**src/skf_pkg.sv**
```systemverilog
// ----------------------------------------------------------------------------
// skf_pkg
// Shared widths, constants and control types of the scalar Kalman sample
// filter: fixed-point formats, reset values and the controller interface.
// ----------------------------------------------------------------------------
package skf_pkg;

    // Fixed-point formats.
    localparam int SAMPLE_BITS   = 12;
    localparam int FRACTION_BITS = 30;
    localparam int EST_W         = 32;
    localparam int EST_FRAC      = EST_W - SAMPLE_BITS;
    localparam int VAR_W         = 31;
    localparam int PRED_W        = VAR_W + 1;
    localparam int DEN_W         = PRED_W + 1;
    localparam int REM_W         = PRED_W + 2;
    localparam int GAIN_W        = FRACTION_BITS + 1;
    localparam int MUL_B_W       = (EST_W > PRED_W) ? EST_W : PRED_W;
    localparam int PROD_W        = GAIN_W + MUL_B_W;
    localparam int NV_W          = PROD_W - FRACTION_BITS;

    // Divider sequencing: one integer quotient bit plus the fraction bits.
    localparam int DIV_STEPS = FRACTION_BITS + 1;
    localparam int CNT_W     = $clog2(DIV_STEPS);

    // Configuration registers.
    localparam int REG_W   = 31;
    localparam int INDEX_W = 2;
    localparam logic [INDEX_W-1:0] REG_PROCESS_NOISE     = INDEX_W'(0);
    localparam logic [INDEX_W-1:0] REG_MEASUREMENT_NOISE = INDEX_W'(1);
    localparam logic [REG_W-1:0]   Q_RESET = REG_W'(107374);
    localparam logic [REG_W-1:0]   R_RESET = REG_W'(5368709);

    localparam logic [GAIN_W-1:0] GAIN_ONE = {1'b1, {FRACTION_BITS{1'b0}}};
    localparam logic [VAR_W-1:0]  VAR_MAX  = {VAR_W{1'b1}};

    typedef enum logic [2:0] {
        S_IDLE,
        S_DIV,
        S_MUL_GAIN,
        S_MUL_VAR,
        S_FINISH
    } t_state;

    // Commands from the controller to the datapath.
    typedef struct packed {
        logic load;
        logic div_step;
        logic div_first;
        logic mul_gain;
        logic mul_var;
        logic finish;
    } t_dp_cmd;

    // Status from the datapath to the controller.
    typedef struct packed {
        logic out_busy;
    } t_dp_status;

endpackage

```
**src/skf_ctrl.sv**
```systemverilog
// ----------------------------------------------------------------------------
// skf_ctrl
// Sequencer of the filter: takes a word, steps the divider through all
// quotient bits, runs the two shared multiplies and hands off the result.
// ----------------------------------------------------------------------------
module skf_ctrl
    import skf_pkg::*;
(
    input  logic       i_clk,
    input  logic       i_rst_n,
    input  logic       i_in_valid,
    output logic       o_in_ready,
    input  t_dp_status i_status,
    output t_dp_cmd    o_cmd
);

    localparam logic [CNT_W-1:0] DIV_LAST = CNT_W'(DIV_STEPS - 1);

    t_state           r_state, n_state;
    logic [CNT_W-1:0] r_count, n_count;

    // State and step counter.
    always_ff @(posedge i_clk) begin
        if (!i_rst_n) begin
            r_state <= S_IDLE;
            r_count <= '0;
        end else begin
            r_state <= n_state;
            r_count <= n_count;
        end
    end

    // Next state and datapath commands. No word is taken while in reset.
    always_comb begin
        n_state    = r_state;
        n_count    = r_count;
        o_cmd      = '0;
        o_in_ready = 1'b0;
        case (r_state)
            S_IDLE: begin
                o_in_ready = i_rst_n;
                if (i_in_valid && i_rst_n) begin
                    o_cmd.load = 1'b1;
                    n_count    = '0;
                    n_state    = S_DIV;
                end
            end
            S_DIV: begin
                o_cmd.div_step  = 1'b1;
                o_cmd.div_first = (r_count == '0);
                n_count         = r_count + CNT_W'(1);
                if (r_count == DIV_LAST) begin
                    n_state = S_MUL_GAIN;
                end
            end
            S_MUL_GAIN: begin
                o_cmd.mul_gain = 1'b1;
                n_state        = S_MUL_VAR;
            end
            S_MUL_VAR: begin
                o_cmd.mul_var = 1'b1;
                n_state       = S_FINISH;
            end
            S_FINISH: begin
                if (!i_status.out_busy) begin
                    o_cmd.finish = 1'b1;
                    n_state      = S_IDLE;
                end
            end
            default: begin
                n_state = S_IDLE;
            end
        endcase
    end

    // The divider always runs its full count before the first multiply.
    a_div_len: assert property (@(posedge i_clk) disable iff (!i_rst_n)
        (r_state == S_MUL_GAIN) |-> ($past(r_state) == S_DIV && $past(r_count) == DIV_LAST))
        else $error("multiply started before the divider finished");

    // The variance multiply follows the gain multiply directly.
    a_mul_order: assert property (@(posedge i_clk) disable iff (!i_rst_n)
        o_cmd.mul_gain |=> o_cmd.mul_var)
        else $error("variance multiply did not follow gain multiply");

    // A load always starts the divider at step zero; loads come only from idle.
    a_one_item: assert property (@(posedge i_clk) disable iff (!i_rst_n)
        o_cmd.load |=> (r_state == S_DIV && r_count == '0))
        else $error("load did not start the divider at step zero");

endmodule

```
**src/skf_datapath.sv**
```systemverilog
// ----------------------------------------------------------------------------
// skf_datapath
// Filter state, configuration registers, restoring divider for the gain,
// one shared multiplier and the output register.
// ----------------------------------------------------------------------------
module skf_datapath
    import skf_pkg::*;
(
    input  logic                   i_clk,
    input  logic                   i_rst_n,
    input  logic                   i_wr_en,
    input  logic [INDEX_W-1:0]     i_wr_index,
    input  logic [REG_W-1:0]       i_wr_data,
    input  logic [SAMPLE_BITS-1:0] i_sample,
    input  t_dp_cmd                i_cmd,
    output t_dp_status             o_status,
    output logic                   o_out_valid,
    input  logic                   i_out_ready,
    output logic [SAMPLE_BITS-1:0] o_filtered
);

    logic [REG_W-1:0]       r_q;
    logic [REG_W-1:0]       r_r;
    logic [EST_W-1:0]       r_est;
    logic [VAR_W-1:0]       r_var;
    logic [PRED_W-1:0]      r_pred;
    logic [DEN_W-1:0]       r_den;
    logic                   r_den_zero;
    logic [REM_W-1:0]       r_rem;
    logic [GAIN_W-1:0]      r_quo;
    logic [EST_W-1:0]       r_mag;
    logic                   r_neg;
    logic [PROD_W-1:0]      r_prod;
    logic                   r_out_valid;
    logic [SAMPLE_BITS-1:0] r_out_data;

    logic [EST_W-1:0]   w_target;
    logic [PRED_W-1:0]  w_pred;
    logic [DEN_W-1:0]   w_den;
    logic [REM_W-1:0]   w_shift;
    logic [REM_W-1:0]   w_den_ext;
    logic               w_fits;
    logic [GAIN_W-1:0]  w_gain;
    logic [GAIN_W-1:0]  w_mul_a;
    logic [MUL_B_W-1:0] w_mul_b;
    logic [EST_W-1:0]   w_corr;
    logic [NV_W-1:0]    w_var_full;
    logic [VAR_W-1:0]   w_var_sat;

    // Configuration registers.
    always_ff @(posedge i_clk) begin
        if (!i_rst_n) begin
            r_q <= Q_RESET;
            r_r <= R_RESET;
        end else if (i_wr_en) begin
            case (i_wr_index)
                REG_PROCESS_NOISE:     r_q <= i_wr_data;
                REG_MEASUREMENT_NOISE: r_r <= i_wr_data;
                default: begin
                end
            endcase
        end
    end

    // Prediction, denominator and error magnitude at load time.
    assign w_target = {i_sample, {EST_FRAC{1'b0}}};
    assign w_pred   = PRED_W'(r_var) + PRED_W'(r_q);
    assign w_den    = DEN_W'(w_pred) + DEN_W'(r_r);

    // One restoring step: shift except on the integer bit, then trial subtract.
    assign w_shift   = i_cmd.div_first ? r_rem : {r_rem[REM_W-2:0], 1'b0};
    assign w_den_ext = REM_W'(r_den);
    assign w_fits    = (w_shift >= w_den_ext);

    // Gain is zero on a zero denominator and never above one.
    always_comb begin
        if (r_den_zero) begin
            w_gain = '0;
        end else if (r_quo > GAIN_ONE) begin
            w_gain = GAIN_ONE;
        end else begin
            w_gain = r_quo;
        end
    end

    // Operand selection for the shared multiplier.
    assign w_mul_a = i_cmd.mul_var ? (GAIN_ONE - w_gain) : w_gain;
    assign w_mul_b = i_cmd.mul_var ? MUL_B_W'(r_pred) : MUL_B_W'(r_mag);

    // Correction and saturated variance from the registered product.
    assign w_corr     = r_prod[FRACTION_BITS +: EST_W];
    assign w_var_full = r_prod[PROD_W-1:FRACTION_BITS];
    assign w_var_sat  = (w_var_full > NV_W'(VAR_MAX)) ? VAR_MAX : w_var_full[VAR_W-1:0];

    // Working registers of one word.
    always_ff @(posedge i_clk) begin
        if (i_cmd.load) begin
            r_pred     <= w_pred;
            r_den      <= w_den;
            r_den_zero <= (w_den == '0);
            r_rem      <= REM_W'(w_pred);
            r_quo      <= '0;
            if (w_target >= r_est) begin
                r_mag <= w_target - r_est;
                r_neg <= 1'b0;
            end else begin
                r_mag <= r_est - w_target;
                r_neg <= 1'b1;
            end
        end
        if (i_cmd.div_step) begin
            r_rem <= w_fits ? (w_shift - w_den_ext) : w_shift;
            r_quo <= {r_quo[GAIN_W-2:0], w_fits};
        end
        if (i_cmd.mul_gain || i_cmd.mul_var) begin
            r_prod <= PROD_W'(w_mul_a) * PROD_W'(w_mul_b);
        end
        if (i_cmd.finish) begin
            r_out_data <= r_est[EST_W-1 -: SAMPLE_BITS];
        end
    end

    // Filter state.
    always_ff @(posedge i_clk) begin
        if (!i_rst_n) begin
            r_est <= '0;
            r_var <= '0;
        end else begin
            if (i_cmd.mul_var) begin
                r_est <= r_neg ? (r_est - w_corr) : (r_est + w_corr);
            end
            if (i_cmd.finish) begin
                r_var <= w_var_sat;
            end
        end
    end

    // Output word valid flag.
    always_ff @(posedge i_clk) begin
        if (!i_rst_n) begin
            r_out_valid <= 1'b0;
        end else if (i_cmd.finish) begin
            r_out_valid <= 1'b1;
        end else if (i_out_ready) begin
            r_out_valid <= 1'b0;
        end
    end

    assign o_status.out_busy = r_out_valid && !i_out_ready;
    assign o_out_valid       = r_out_valid;
    assign o_filtered        = r_out_data;

    // The remainder stays below the divisor after every step.
    a_rem_bound: assert property (@(posedge i_clk) disable iff (!i_rst_n)
        (i_cmd.div_step && !r_den_zero) |=> (r_rem < REM_W'(r_den)))
        else $error("divider remainder not below divisor");

    // The quotient never exceeds one when the multiplies start.
    a_gain_bound: assert property (@(posedge i_clk) disable iff (!i_rst_n)
        (i_cmd.mul_gain && !r_den_zero) |-> (r_quo <= GAIN_ONE))
        else $error("gain quotient above one");

    // The estimate only moves in the update cycle.
    a_est_hold: assert property (@(posedge i_clk) disable iff (!i_rst_n)
        !i_cmd.mul_var |=> $stable(r_est))
        else $error("estimate changed outside its update cycle");

    // A new output word only appears after a finish command.
    a_out_src: assert property (@(posedge i_clk) disable iff (!i_rst_n)
        $rose(r_out_valid) |-> $past(i_cmd.finish))
        else $error("output word without a finished update");

endmodule

```
**src/scalar_kalman_sample_filter.sv**
```systemverilog
// Sequence per word: the accept, the bit-per-cycle gain divider through all
// of its quotient bits, then the two multiplies on the shared multiplier and
// the write-back. A new word is accepted only after the write-back. A held
// output word delays the write-back until it leaves.
// Reset (synchronous, active low) clears the estimate and variance to zero and
// loads the default process and measurement noise values.
// ----------------------------------------------------------------------------
// scalar_kalman_sample_filter
// One-channel scalar Kalman filter over unsigned converter samples, built
// as a sequencer driving a divider and multiplier datapath.
// ----------------------------------------------------------------------------
module scalar_kalman_sample_filter
    import skf_pkg::*;
(
    input  logic                   i_clk,
    input  logic                   i_rst_n,
    input  logic                   i_wr_en,
    input  logic [INDEX_W-1:0]     i_wr_index,
    input  logic [REG_W-1:0]       i_wr_data,
    input  logic                   i_in_valid,
    output logic                   o_in_ready,
    input  logic [SAMPLE_BITS-1:0] i_sample,
    output logic                   o_out_valid,
    input  logic                   i_out_ready,
    output logic [SAMPLE_BITS-1:0] o_filtered
);

    t_dp_cmd    w_cmd;
    t_dp_status w_status;

    // Sequencer.
    skf_ctrl u_ctrl (
        .i_clk      (i_clk),
        .i_rst_n    (i_rst_n),
        .i_in_valid (i_in_valid),
        .o_in_ready (o_in_ready),
        .i_status   (w_status),
        .o_cmd      (w_cmd)
    );

    // Arithmetic and state.
    skf_datapath u_datapath (
        .i_clk       (i_clk),
        .i_rst_n     (i_rst_n),
        .i_wr_en     (i_wr_en),
        .i_wr_index  (i_wr_index),
        .i_wr_data   (i_wr_data),
        .i_sample    (i_sample),
        .i_cmd       (w_cmd),
        .o_status    (w_status),
        .o_out_valid (o_out_valid),
        .i_out_ready (i_out_ready),
        .o_filtered  (o_filtered)
    );

endmodule

```
**config.mk**
```make
export PLATFORM = sky130hd
export DESIGN_NAME = scalar_kalman_sample_filter
export DESIGN_NICKNAME = d
export VERILOG_FILES = /design/src/skf_pkg.sv /design/src/skf_ctrl.sv /design/src/skf_datapath.sv /design/src/scalar_kalman_sample_filter.sv
export SDC_FILE = /design/constraint.sdc
export NUM_CORES = 2
export LEC_CHECK = 0
export ABC_AREA = 1
export BUFFER_PORTS_ARGS = -buffer_cell sky130_fd_sc_hd__buf_2
export CORE_MARGIN = 2
export CORE_UTILIZATION = 60
export CTS_CLUSTER_DIAMETER = 80
export DETAILED_ROUTE_END_ITERATION = 12
export PLACE_DENSITY = 0.79
export SETUP_SLACK_MARGIN = 0.1
export SYNTH_ARGS = -nofsm -noshare
export SYNTH_HDL_FRONTEND = slang
export SYNTH_HIERARCHICAL = 1
export SYNTH_SLANG_ARGS = --single-unit
```
**constraint.sdc**
```tcl
create_clock -name i_clk -period 7.91 [get_ports i_clk]
set_input_delay 1.1865 -clock i_clk [delete_from_list [all_inputs] [get_ports i_clk]]
set_output_delay 1.1865 -clock i_clk [all_outputs]
set_load 0.1 [all_outputs]
```
== Yosys cells after proc, flatten, opt, wreduce, memory -nomap -nowiden ==
Cells that the tools add are included.
Widths: inputs -> output; s select.
Cells by class
  order comparisons: 4
  add/subtract/negate cells: 9
  multipliers: 1
  eq/ne operators: 9
  mux-type cells: 30
  reduce and logical (&&, ||, !) cells: 15
Operators by type and width (count)
  $mux 31: 6
  $mux 34: 4
  $mux 32: 3
  $sub 32x32->32: 3
  $mul 31x32->63: 1
  $ge 34x33->1: 1
  $sub 34x33->34: 1
  $add 32x31->33: 1
  $gt 33x31->1 const B: 1
  $logic_not 33->1: 1
  $add 31x31->32: 1
  $add 32x32->32: 1
  $ge 32x32->1: 1
  $gt 31x31->1 const B: 1
  $sub 31x31->31 const A: 1
  $pmux 3 s5: 1
  $mux 1: 10
  $pmux 5 s2: 1
  $mux 3: 3
  $eq 3x2->1 const B: 2
  $reduce_and 2->1: 3
  $reduce_bool 2->1: 3
  $add 5x1->5 const B: 1
  $eq 5x5->1 const B: 1
  other kinds (14): 16
Storage, ports and cells
  register bits: 373
  input port bits: 50
  output and inout bits: 14
  logic and storage cells: 84

== Longest topological paths before layout ==
  depth in word-level cells: 6
  mapped depth: 47
  mapped depth without buffers: 47

== Cells and area by module ==
Netlist, hierarchy kept.
By module, submodules not included
  skf_datapath: area an instance 55365.6 µm², times used 1, seq. area each 8798.4 µm², cells each 6958
  skf_ctrl: area an instance 493.0 µm², times used 1, seq. area each 160.2 µm², cells each 70

== Least setup slack after synthesis ==
No wires, ideal clock.
  kind: reg-to-reg
  start point: register u_datapath.r_quo[12]
  end point: register u_datapath.r_prod[51] (data pin)
  slack: -0.472 ns
  setup time: 0.252 ns
  path buffers: 2
  cell stages (with the launch flop): 44
  clock period less this slack: 8.382 ns
  data arrival time: 8.130 ns
  required time: 7.658 ns
  cells stage by stage: edfxtp_1 nor2_1 nand2_1 nor2_1 nand2_1 o21ai_2 nand3_1 clkbuf_1 ha_1 nand2_1 nor2_4 nand3b_4 nor2_4 nand2_2 nor2_4 nand2_1 nand2_2 nand2_1 [... 8 more ...] fa_1 fa_1 fa_1 inv_1 fa_1 inv_1 ha_1 a21oi_1 inv_1 a31oi_1 o21a_1 inv_1 a21oi_1 nor2_1 a211oi_1 nand2_1 nand2_1 nand2_1
Between the ends
  cells in the longest elaborated chain, start to end: 6
RTL lines
  start: declaration: RTL line skf_datapath.sv:30  | logic [GAIN_W-1:0] r_quo;
  start signal: assignment: RTL line skf_datapath.sv:113  | r_quo <= {r_quo[GAIN_W-2:0], w_fits};
  $gt 31x31->1: RTL line skf_datapath.sv:79  | end else if (r_quo > GAIN_ONE) begin
  $mux 31 *: RTL line skf_datapath.sv:79
  $mux 31 *: RTL line skf_datapath.sv:77  | if (r_den_zero) begin
  $sub 31x31->31: RTL line skf_datapath.sv:87  | assign w_mul_a = i_cmd.mul_var ? (GAIN_ONE - w_gain) : w_gain;
  $mux 31 *: RTL line skf_datapath.sv:87
  $mul 31x32->63 *: RTL line skf_datapath.sv:116  | r_prod <= PROD_W'(w_mul_a) * PROD_W'(w_mul_b);
  end signal: assignment: RTL line skf_datapath.sv:116
  end: declaration: RTL line skf_datapath.sv:33  | logic [PROD_W-1:0] r_prod;
Mark *: on every way between the ends. The rest lies on a longest branch, timed or not.
A chain may end at the register's enable or synchronous reset.

== Worst setup path in the final report ==
  start point: register u_datapath.r_quo[15]
  end point: register u_datapath.r_prod[40] (data pin)
The elaborated chain is that of the path after synthesis.

==> out/results.tsv <==
metric	value	unit
seq_area	8960	um2
clock_sinks	343	
syn_inst	7028	
placed_cell_area	62600	um2
worstHoldPathType	register to register	
worst-path-max-fanout	8	
synth_nets	8356	
yosysTopAreaCell	fa_1	
period_share	1.11	
rows	111	
ios	64	
multi_input_area	42300	um2
finalWorstSetupSlack	-0.868	ns
clockBufferDepth	3	
synth_top_area_frac	0.312	
numCtsBuffers	35	
min_from	u_datapath/r_est[31]$_SDFFE_PN0P_	
clk_pin_slew	0.07	ns
rsz0062_at_grt	true	
arrival	9.06	ns
synthTopCellsByArea	fa_1 (31%), edfxtp_1 (11%), inv_1 (9.9%), ha_1 (9.1%), nand2_1 (8.9%)	
syn2layout_area_growth	19.5	%
fin_skew	0.0192	ns
worstHoldPathCells	0	
grt_pass1_vias	53258	
grt_use_total	0.426	
path_common_cell	fa_1	
min_to	u_datapath/o_filtered[11]$_DFFE_PP_	
final_common_cell	inv_1	
dr.pass1.iters	6	
grt-ovfl-total	0	
fillers	7098	
critical-path-slowest-cell	fa_1	
synthArstFlopShare	0	
cap_violations	0	
cts_root_buf	clkbuf_16	
wirelength	200000	um
antenna_found_initial	4	
slew_violations	0	
ys_seq_elements	343	
yosysWarnings	6	
postRouteAntennaNets	0	
violations	setup timing	
netlist_area	55900	um2
grt_pass1_wl	306000	um
core_area	91900	um2
drcViolationCount	0	
routedWlPerCell	22.4	um
fin_area	66800	um2
ys.flop_type	edfxtp_1	
worstReg2RegEnd	u_datapath/r_prod[40]$_DFFE_PP_	
grt_max_degree	79	
utilization	0.726	
status	complete, but fails checks	
critPathRequiredTime	8.20	ns
drt_iter0_drc	5772	
final_cell_mix	inv_1 (1424), nand2_1 (1252), fa_1 (820), nor2_1 (672), buf_4 (614)	
io_buffers	63	
final.hold.worst_slack	0.455	ns
ys_seq_area_frac	0.160	
drive_above_1_share	0.186	
fp.dieW	309	um
endpoint_kind	register	
dp_hpwl	162000	um
relSlewSlack	0.217	
fmax	114	MHz
reg2reg_from	u_datapath/r_quo[15]$_SDFFCE_PN0P_	
num_vias	51928	
finalHoldViolCount	0	
final_nets	8972	
reg2reg_depth	40	
htreeDepth	2	
ff2ff_setup_slack	-0.87	ns
finalSetupViolations	33	
vias_per_cell	5.82	
synth_cell_types	62	
worst_pin_slew	1.17	ns
synth.avg_cell_area	7.95	um2
synth_edf_count	209	
path_class	register to register	
die_area	95600	um2
start_util	0.608	
max_stage_delay	0.68	ns
die_height	309	um
clk_latency	0.55	ns
place_congestion	1.09	
period_needed	8.78	ns
startpoint_type	register	
cts_tree	yes	
[layout make-up]
type / count / share of cell area
antenna: 3 / 0.000112
multi-input combinational: 4951 / 0.633
clock inverter: 15 / 0.00283
sequential: 343 / 0.134
tap: 1243 / 0.0233
clock buffer: 49 / 0.0155
timing repair inverter: 2 / 0.000187
timing repair buffer: 805 / 0.106
inverter: 1506 / 0.0854
[layer usage]
metal,part of all wire,routed length [um],GRT usage,vias up
met1,0.36,70900,0.514,25074
met4,0.085,17000,0.286,2
met5,0.000065,13,0,-
li1,-,-,-,22910
met2,0.45,89800,0.680,3095
met3,0.11,22000,0.104,847
[synthesized netlist by cell type (all sizes together), types with 38 or more instances]
cell type / count
buf: 62
nand3: 200
nand2: 1345
xor2: 123
dfxtp: 134
o21ai: 299
ha: 408
nand4: 38
fa: 870
o211ai: 68
or2: 39
nor3: 50
a21oi: 436
inv: 1486
xnor2: 67
edfxtp: 209
clkbuf: 169
nor2: 793
a31oi: 38
[state kept, by name, indices dropped and copies added (netlist names)]
signal	count
u_ctrl/r_count	5
u_ctrl/r_state	3
u_datapath/o_filtered	12
u_datapath/o_out_valid	1
u_datapath/r_den	33
u_datapath/r_den_zero	1
u_datapath/r_est	32
u_datapath/r_mag	32
u_datapath/r_neg	1
u_datapath/r_pred	32
u_datapath/r_prod	33
u_datapath/r_q	31
u_datapath/r_quo	31
u_datapath/r_r	31
u_datapath/r_rem	34
u_datapath/r_var	31
[through the flow]
stage	setup TNS, ns	setup slack, ns	instances
6_report	-22.87	-0.868	8917
5_1_grt	-33.58	-1.17	8916
4_1_cts	-17.69	-0.700	8904
2_1_floorplan	-0.336	-0.0758	7028
3_5_place_dp	-25.97	-1.02	8758
3_3_place_gp	-23.92	-0.933	8758
[worst max-delay path: cells and delay by family, from the launching register on]
family,cells,cell delay (ns)
and+or+nand+nor,14,1.60
DFF,1,0.36
AOI/OAI and AO/OA,7,1.02
buffers and inverters,9,0.89
adders and majority gates,9,4.47
xor gates and xnor gates,1,0.19
[repair_timing]
action | 4_1_cts | 5_1_grt
pin swaps | 154 | 38
endpoints found under the hold margin | 0 | 0
gates resized for setup | 472 | 88
setup buffers | 81 | 10
cloned | 9 | 0
hold buffers | 0 | 0
setup endpoints to repair | 33 | 33
[logic make-up (layout without fill, tap and decap cells)]
group / Yosys count / in the layout / share of synthesized area
flops: 343 / 343 / 0.160
other cells: 0 / 3 / 0
compound gates: 952 / 952 / 0.0962
fa+ha+maj: 1278 / 1278 / 0.403
buf+inv: 1737 / 2377 / 0.120
xor+xnor: 190 / 190 / 0.0303
mux: 24 / 24 / 0.00430
simple gates: 2504 / 2507 / 0.186
[worst max-delay path by stage]
stage                                                   from                         endpoint  slack, ns  cells past startpoint
after CTS                 u_datapath/r_quo[20]$_SDFFCE_PN0P_  u_datapath/r_prod[53]$_DFFE_PP_      -0.70                     43
after global placement     u_datapath/r_quo[3]$_SDFFCE_PN0P_  u_datapath/r_prod[56]$_DFFE_PP_      -0.93                     43
final                     u_datapath/r_quo[15]$_SDFFCE_PN0P_  u_datapath/r_prod[40]$_DFFE_PP_      -0.87                     40
after floorplan            u_datapath/r_quo[3]$_SDFFCE_PN0P_  u_datapath/r_prod[57]$_DFFE_PP_      -0.08                     44
after global routing      u_datapath/r_quo[10]$_SDFFCE_PN0P_  u_datapath/r_prod[53]$_DFFE_PP_      -1.17                     43
after detailed placement   u_datapath/r_quo[8]$_SDFFCE_PN0P_  u_datapath/r_prod[46]$_DFFE_PP_      -1.02                     36
Power is not shown: default switching activity piles up to over one toggle a cycle in this logic, so the estimate is an artifact.
